[src/imu_oc_pkg.sv]
// shared types and constants for the imu offset calibrator
`timescale 1ns / 1ps
`default_nettype none

package imu_oc_pkg;

   localparam int AXIS_W     = 16;
   localparam int NUM_AXES   = 6;
   localparam int NUM_ACCEL  = 3;
   localparam int ACCEL_Z    = 2;
   localparam int CSR_IDX_W  = 2;
   localparam int CSR_DATA_W = 16;
   localparam int MODE_W     = 2;

   localparam int DEF_SAMPLES_PER_ITER = 64;
   localparam int DEF_NUM_ITERATIONS   = 6;

   localparam int GRAVITY_1G = 16384;
   localparam int ACCEL_DIV  = 6;
   localparam int GYRO_DIV   = 3;

   localparam logic CMD_START  = 1'b0;
   localparam logic CMD_SAMPLE = 1'b1;

   localparam logic [CSR_IDX_W-1:0] CSR_START_ACCEL_X = 2'd0;
   localparam logic [CSR_IDX_W-1:0] CSR_START_ACCEL_Y = 2'd1;
   localparam logic [CSR_IDX_W-1:0] CSR_START_ACCEL_Z = 2'd2;
   localparam logic [CSR_IDX_W-1:0] CSR_WRITE_MODE    = 2'd3;

   localparam int MODE_ACCEL_BIT = 0;
   localparam int MODE_GYRO_BIT  = 1;
   localparam logic [MODE_W-1:0] MODE_RESET = 2'b11;

   typedef logic signed [AXIS_W-1:0] axis_type;

endpackage

`default_nettype wire

[src/imu_offset_calibrator_core.sv]
// imu offset calibrator top level: sample accumulation and offset update
`timescale 1ns / 1ps
`default_nettype none

// channel   direction  handshake              payload
// req       in         req_valid / req_ready  req_cmd, six raw readings
// rsp       out        rsp_valid / rsp_ready  six offsets, write flags, last
// csr       in         csr_wr_en              csr_index, csr_wdata
//
// one transaction per cycle unless stalled: input register, then accumulate or update, then result register
// an update multiplies each axis sum by a constant reciprocal in that single pass
// rsp_valid is registered and rises once an update transaction in the input register is processed
// reset is synchronous; after reset the block is idle until a start transaction
// req_ready drops only while an update transaction waits on a full result register

module imu_offset_calibrator_core
   import imu_oc_pkg::*;
#(
   parameter int SAMPLES_PER_ITER = DEF_SAMPLES_PER_ITER,
   parameter int NUM_ITERATIONS   = DEF_NUM_ITERATIONS
) (
   input  wire logic                  clock,
   input  wire logic                  reset,

   input  wire logic                  req_valid,
   output logic                       req_ready,
   input  wire logic                  req_cmd,
   input  wire logic signed [15:0]    req_accel_x,
   input  wire logic signed [15:0]    req_accel_y,
   input  wire logic signed [15:0]    req_accel_z,
   input  wire logic signed [15:0]    req_gyro_x,
   input  wire logic signed [15:0]    req_gyro_y,
   input  wire logic signed [15:0]    req_gyro_z,

   output logic                       rsp_valid,
   input  wire logic                  rsp_ready,
   output logic signed [15:0]         rsp_off_accel_x,
   output logic signed [15:0]         rsp_off_accel_y,
   output logic signed [15:0]         rsp_off_accel_z,
   output logic signed [15:0]         rsp_off_gyro_x,
   output logic signed [15:0]         rsp_off_gyro_y,
   output logic signed [15:0]         rsp_off_gyro_z,
   output logic                       rsp_accel_write,
   output logic                       rsp_gyro_write,
   output logic                       rsp_last,

   input  wire logic                  csr_wr_en,
   input  wire logic [CSR_IDX_W-1:0]  csr_index,
   input  wire logic [CSR_DATA_W-1:0] csr_wdata
);

   localparam int SUM_W   = $clog2(SAMPLES_PER_ITER) + 17;
   localparam int MAG_W   = SUM_W;
   localparam int RECIP_W = MAG_W + 2;
   localparam int PROD_W  = MAG_W + RECIP_W;
   localparam int CNT_W   = $clog2(SAMPLES_PER_ITER + 1);
   localparam int ITER_W  = $clog2(NUM_ITERATIONS + 1);

   localparam int ACC_DEN    = SAMPLES_PER_ITER * ACCEL_DIV;
   localparam int GYRO_DEN   = SAMPLES_PER_ITER * GYRO_DIV;
   localparam int ACC_SHIFT  = MAG_W + $clog2(ACC_DEN);
   localparam int GYRO_SHIFT = MAG_W + $clog2(GYRO_DEN);
   localparam logic [RECIP_W-1:0] ACC_RECIP =
      RECIP_W'(((64'd1 << ACC_SHIFT) + 64'(ACC_DEN) - 64'd1) / 64'(ACC_DEN));
   localparam logic [RECIP_W-1:0] GYRO_RECIP =
      RECIP_W'(((64'd1 << GYRO_SHIFT) + 64'(GYRO_DEN) - 64'd1) / 64'(GYRO_DEN));
   localparam logic signed [SUM_W-1:0] Z_BIAS = SUM_W'(SAMPLES_PER_ITER * GRAVITY_1G);

   // csr registers
   axis_type          start_off_ff [NUM_ACCEL];
   logic [MODE_W-1:0] write_mode_ff;

   // input register
   logic     in_valid_ff;
   logic     in_valid_in;
   logic     in_cmd_ff;
   axis_type in_data_ff [NUM_AXES];
   axis_type req_data [NUM_AXES];

   // calibration state
   logic signed [SUM_W-1:0] sum_ff [NUM_AXES];
   logic signed [SUM_W-1:0] sum_in [NUM_AXES];
   axis_type                off_ff [NUM_AXES];
   axis_type                off_in [NUM_AXES];
   axis_type                upd_off [NUM_AXES];
   logic [CNT_W-1:0]        cnt_ff;
   logic [CNT_W-1:0]        cnt_in;
   logic [ITER_W-1:0]       iter_ff;
   logic [ITER_W-1:0]       iter_in;
   logic [ITER_W-1:0]       iter_next;
   logic                    running_ff;
   logic                    running_in;

   // result register
   logic     rsp_valid_ff;
   logic     rsp_valid_in;
   axis_type rsp_off_ff [NUM_AXES];
   logic     rsp_accel_write_ff;
   logic     rsp_gyro_write_ff;
   logic     rsp_last_ff;

   logic is_update;
   logic proc;
   logic last_iter;

   logic                 sum_neg [NUM_AXES];
   logic [MAG_W-1:0]     sum_mag [NUM_AXES];
   logic [PROD_W-1:0]    quot_prod [NUM_AXES];
   logic [AXIS_W-1:0]    quot_mag [NUM_AXES];

   assign req_data[0] = req_accel_x;
   assign req_data[1] = req_accel_y;
   assign req_data[2] = req_accel_z;
   assign req_data[3] = req_gyro_x;
   assign req_data[4] = req_gyro_y;
   assign req_data[5] = req_gyro_z;

   assign is_update = (in_cmd_ff == CMD_SAMPLE) && running_ff
                      && (cnt_ff == CNT_W'(SAMPLES_PER_ITER));
   assign proc      = in_valid_ff && (!is_update || !rsp_valid_ff || rsp_ready);
   assign req_ready = !in_valid_ff || proc;
   assign in_valid_in = (req_valid && req_ready) || (in_valid_ff && !proc);

   assign iter_next = iter_ff + 1'b1;
   assign last_iter = (iter_next == ITER_W'(NUM_ITERATIONS));

   // offset update by constant reciprocal, truncated toward zero
   always_comb begin
      for (int i = 0; i < NUM_AXES; i++) begin
         sum_neg[i] = sum_ff[i][SUM_W-1];
         sum_mag[i] = sum_neg[i] ? (~$unsigned(sum_ff[i]) + 1'b1) : $unsigned(sum_ff[i]);
         if (i < NUM_ACCEL) begin
            quot_prod[i] = PROD_W'(sum_mag[i]) * PROD_W'(ACC_RECIP);
            quot_mag[i]  = AXIS_W'(quot_prod[i] >> ACC_SHIFT);
         end else begin
            quot_prod[i] = PROD_W'(sum_mag[i]) * PROD_W'(GYRO_RECIP);
            quot_mag[i]  = AXIS_W'(quot_prod[i] >> GYRO_SHIFT);
         end
         upd_off[i] = sum_neg[i] ? (off_ff[i] + $signed(quot_mag[i]))
                                 : (off_ff[i] - $signed(quot_mag[i]));
      end
   end

   always_comb begin
      sum_in     = sum_ff;
      off_in     = off_ff;
      cnt_in     = cnt_ff;
      iter_in    = iter_ff;
      running_in = running_ff;
      if (in_cmd_ff == CMD_START) begin
         for (int i = 0; i < NUM_AXES; i++) begin
            sum_in[i] = (i == ACCEL_Z) ? Z_BIAS : '0;
            off_in[i] = (i < NUM_ACCEL) ? start_off_ff[i] : '0;
         end
         cnt_in     = '0;
         iter_in    = '0;
         running_in = 1'b1;
      end else if (running_ff) begin
         if (is_update) begin
            for (int i = 0; i < NUM_AXES; i++) begin
               sum_in[i] = (i == ACCEL_Z) ? Z_BIAS : '0;
               off_in[i] = upd_off[i];
            end
            cnt_in  = '0;
            iter_in = iter_next;
            if (last_iter) begin
               running_in = 1'b0;
            end
         end else begin
            for (int i = 0; i < NUM_AXES; i++) begin
               sum_in[i] = sum_ff[i] + SUM_W'(in_data_ff[i]);
            end
            cnt_in = cnt_ff + 1'b1;
         end
      end
   end

   assign rsp_valid_in = (proc && is_update) || (rsp_valid_ff && !rsp_ready);

   always_ff @(posedge clock) begin
      if (reset) begin
         start_off_ff[0] <= '0;
         start_off_ff[1] <= '0;
         start_off_ff[2] <= '0;
         write_mode_ff   <= MODE_RESET;
      end else if (csr_wr_en) begin
         case (csr_index)
            CSR_START_ACCEL_X: start_off_ff[0] <= axis_type'(csr_wdata);
            CSR_START_ACCEL_Y: start_off_ff[1] <= axis_type'(csr_wdata);
            CSR_START_ACCEL_Z: start_off_ff[2] <= axis_type'(csr_wdata);
            CSR_WRITE_MODE:    write_mode_ff   <= csr_wdata[MODE_W-1:0];
            default: begin
            end
         endcase
      end
   end

   always_ff @(posedge clock) begin
      if (reset) begin
         in_valid_ff  <= 1'b0;
         rsp_valid_ff <= 1'b0;
         running_ff   <= 1'b0;
         cnt_ff       <= '0;
         iter_ff      <= '0;
      end else begin
         in_valid_ff  <= in_valid_in;
         rsp_valid_ff <= rsp_valid_in;
         if (proc) begin
            running_ff <= running_in;
            cnt_ff     <= cnt_in;
            iter_ff    <= iter_in;
         end
      end
   end

   always_ff @(posedge clock) begin
      if (req_valid && req_ready) begin
         in_cmd_ff  <= req_cmd;
         in_data_ff <= req_data;
      end
      if (proc) begin
         sum_ff <= sum_in;
         off_ff <= off_in;
      end
      if (proc && is_update) begin
         rsp_off_ff         <= upd_off;
         rsp_accel_write_ff <= write_mode_ff[MODE_ACCEL_BIT];
         rsp_gyro_write_ff  <= write_mode_ff[MODE_GYRO_BIT];
         rsp_last_ff        <= last_iter;
      end
   end

   assign rsp_valid       = rsp_valid_ff;
   assign rsp_off_accel_x = rsp_off_ff[0];
   assign rsp_off_accel_y = rsp_off_ff[1];
   assign rsp_off_accel_z = rsp_off_ff[2];
   assign rsp_off_gyro_x  = rsp_off_ff[3];
   assign rsp_off_gyro_y  = rsp_off_ff[4];
   assign rsp_off_gyro_z  = rsp_off_ff[5];
   assign rsp_accel_write = rsp_accel_write_ff;
   assign rsp_gyro_write  = rsp_gyro_write_ff;
   assign rsp_last        = rsp_last_ff;

endmodule

`default_nettype wire

[config.mk]
export PLATFORM = sky130hd
export DESIGN_NAME = imu_offset_calibrator_core
export DESIGN_NICKNAME = d
export VERILOG_FILES = /design/src/imu_oc_pkg.sv /design/src/imu_offset_calibrator_core.sv
export SDC_FILE = /design/constraint.sdc
export NUM_CORES = 2
export LEC_CHECK = 0
export BUFFER_PORTS_ARGS = -buffer_cell sky130_fd_sc_hd__buf_4
export CORE_MARGIN = 4
export CORE_UTILIZATION = 30
export CTS_CLUSTER_SIZE = 24
export DETAILED_ROUTE_END_ITERATION = 6
export PLACE_DENSITY = 0.51
export SYNTH_ARGS = -nofsm -noshare
export SYNTH_HDL_FRONTEND = slang
export SYNTH_SLANG_ARGS = --single-unit
[constraint.sdc]
create_clock -name clock -period 13.6 [get_ports clock]
set_clock_uncertainty 0.05 [all_clocks]
set_input_delay 2.72 -clock clock [delete_from_list [all_inputs] [get_ports clock]]
set_output_delay 2.72 -clock clock [all_outputs]
set_load 0.02 [all_outputs]
==> results <==
- The flow ran to the end, and the final reports show no timing, DRC or antenna violations.
- inv_1 is the most common cell in the netlist.
- After synthesis, the netlist uses 100 different library cells.
- The count of maximum capacitance violations is 0.
- met2 is the most crowded layer.
- The number of slew-limit violations in the final report is 0.
- The instance area at placement is around 0.078 mm2.
- For this run the aggregate overflow at the end of global routing stands at 0.
- The net count after synthesis is 9,375.
- Dividing the detail-routed via count by the number of cells gives 4.65.
- On the worst path, the slowest cell contributes a delay of 630 ps.
- In this run the tightest slew margin relative to its limit is 0.219.
- Setup violations remaining at the end of the flow were counted as 0.
- The global placer's final weighted congestion is between 0.8 and 0.9.
- In the global route stage, overall resource usage came out at 0.145.
- The library cell appearing most often on the critical path is inv_1.
- The cell accounting for the most synthesized area is fa_1.
- In the final timing run, aggregate negative setup slack is 0 ps.
- For the finished layout, the period the worst path requires is approximately 13,000 ps.
- For met1 alone, demand over resource in global routing was 0.197.
- The layout cell share with drive strength beyond 1 is 0.0644.
- Of all nets on the critical path, the largest fanout is 10.
- The transition time at the pin with the least slew margin is 1160 ps.
- The post-route clock period utilization is 0.923.
- The post-synthesis instance area is ~0.073 mm2.
- The cell with the largest stage delay on the worst path is edfxtp_1.
- The I/O pin total is 221.
- In this run the core area contains 180 standard-cell rows.
- The H-tree was split into 3 levels.
- For this run, the detailed router's first-pass iteration total came to 7.
- After clock tree synthesis, the repair step resized 0 gates.
- Summing over every cut layer, the via total after detailed routing is approximately 50,000.
- The met3 capacity usage during global routing is 0.0157.
- In this run the deepest clock path goes through 3 buffers.
- The port buffer count is 220.
- The floorplan core area is 0.241 mm2.
- TritonCTS built the clock tree.
- Yosys attributes the largest share of cell area to fa_1, ha_1, edfxtp_1, inv_1, xnor2_1.
- The die covers 0.250 mm2.
- Setup slack on the critical path of the routed design comes to 1050 ps.
- The first-pass GRT wire length is 290,000 um.
- The die is between 400 and 500 um wide.
- The met2 usage is 0.251.
- The DRC violation count after routing is 0.
- The kind of capture point of the worst setup path is a register.
- The layout-stage area growth over the synthesis result is 11.1%.
- After legalization and detailed placement, the total HPWL measured around 150,000 um.
- The synthesized instance count is 7,043.
- Of the post-synthesis cell area, the dominant cell type holds 0.239.
- For this run, the number of Yosys warnings is 0.
- Of the synthesized area, sequential elements account for 0.202.
- The post-synthesis average cell area is 10.3 um2.
- The initial antenna violation count is 10.
- After synthesis, the most frequently instantiated cells are inv_1, ha_1, fa_1, edfxtp_1, nor2_1.
- Timing would allow up to 79.7 MHz.
- Dividing the detail-routed wire length by the instance count gives 16.8 um.
- The worst setup path is launched from a register.
- The die span in y is roughly 500 um.
- The final hold violation count is 0.
- The detail route stage leaves a number of antenna-violating nets equal to 0.
- The quantity of hold-fixing buffers added after cts is 0.
- The classification of the worst-slack hold path is register to register.
- The initial utilization of the core area, before any placement, comes to 0.302.
- The routed wire length is ~180,000 um.
- The critical path is of the register to register type.
- The cell area after layout is 0.0806 mm2.
- The post-placement worst setup slack is 1050 ps.
- Setup repair after global routing left no endpoint under its margin.
- The arrival time reported for the critical path endpoint is 12,940 ps.
- The post-synthesis sequential element count is 493.
- Once the clock tree was built, the setup fixing pass inserted 0 buffers.
- The insertion delay to the later sink of the worst-skew pair is 700 ps.
- The share of flip-flops with an asynchronous set or reset after synthesis is 0.
- After the first detailed-routing iteration, the DRC count stood at 2,110.
- CTS saw 493 sinks.
- In this run the clock root is driven by a clkbuf_16.
- The data required time of the critical path is 13,990 ps.
- The post-route core utilization is 0.335.
- For this run, the leading register cell type out of synthesis is edfxtp_1.
- After the last flow step, the layout net total stands at 9,634.
- In this run, synthesis inferred 478 flip-flops with an integrated enable.
- The maximum number of pins on one net before global-route repair is 68.
- The via count of the first global-routing pass is between 50,000 and 60,000.
- The CTS buffer count is 70.
- After clock tree synthesis, the clock-pin slew on the worst setup and hold paths is about 70 ps.
sequential cells by signal, indices dropped and copies added, names as in the netlist:
signal and flops:
in_cmd_ff 1, rsp_off_gyro_x 16, rsp_off_gyro_z 16, in_data_ff 96, rsp_off_gyro_y 16, rsp_accel_write 1, write_mode_ff 2, iter_ff 3
start_off_ff 48, rsp_off_accel_y 16, rsp_gyro_write 1, rsp_off_accel_x 16, cnt_ff 7, rsp_off_accel_z 16, off_ff 96, sum_ff 138
rsp_last 1, in_valid_ff 1, rsp_valid 1, running_ff 1
worst max-delay path: cells and delay by family (launching register included):
kind,cells,cell delay [ps]
fa+ha+maj,11,4450
simple gates,13,3400
compound gates,11,2170
buf+inv,7,970
flops,1,630
xor+xnor,1,320
mux,1,280
final timing paths:
check	slack, ps	endpoint	depth (start not counted)	from
worst max register to register	1050	off_ff[63]	44	sum_ff[69]
worst min-delay path	400	rsp_gyro_write	0	write_mode_ff[1]
worst max-delay path	1050	off_ff[63]	44	sum_ff[69]
worst min register to register	400	rsp_gyro_write	0	write_mode_ff[1]
metal layers:
layer | up-vias | wire (um)
met1 | 24112 | 83500
met5 | - | 0
li1 | 24167 | -
met3 | 152 | 5400
met4 | 0 | 3050
met2 | 650 | 85500
metrics by stage:
| stage | std cells | hold slack [ps] |
|---|---|---|
| 5_1_grt | 10543 | 417 |
| 6_report | 10546 | 405 |
| 4_1_cts | 10543 | 407 |
| 3_3_place_gp | 10415 | 378 |
| 3_5_place_dp | 10415 | 373 |
| 2_1_floorplan | 7043 | 358 |
layout by cell type (no fill, tap or decap), types with 32 or more instances in the layout:
cell type  instances
inv_1           1512
ha_1            1345
fa_1             867
edfxtp_1         478
nor2_1           336
xnor2_1          333
a21oi_1          280
buf_4            247
nand2_1          239
o21ai_0          169
xor2_1           147
a21o_1           126
nor3_1           105
and2_1            98
clkbuf_16         70
nand3_1           66
o21bai_1          55
nand2b_1          50
mux2_2            48
or3_1             43
nor2b_1           42
o31ai_1           40
a211oi_1          37
a31oi_1           37
nand4_1           32
final cells by class:
class                           count  area (um2)
Sequential cell                   493       14700
Multi-Input combinational cell   4975       52000
Clock inverter                     45         576
Clock buffer                       83        1800
Timing Repair Buffer              247        1850
Tap cell                         3185        3990
Inverter                         1515        5690
Antenna cell                        3        7.51
Fill cell                       24299      160000
cells by family after synthesis:
family,Yosys count,share of synthesized area
and+or+nand+nor,1207,0.0849
buffers and inverters,1575,0.0815
xor gates and xnor gates,482,0.0586
DFF,493,0.202
adders and majority gates,2212,0.471
AOI/OAI and AO/OA,1004,0.0911
muxes,70,0.0106
Power is left out: the tool's default activity adds up to more than one toggle a clock period on the data nets, which glitch-free logic cannot reach.
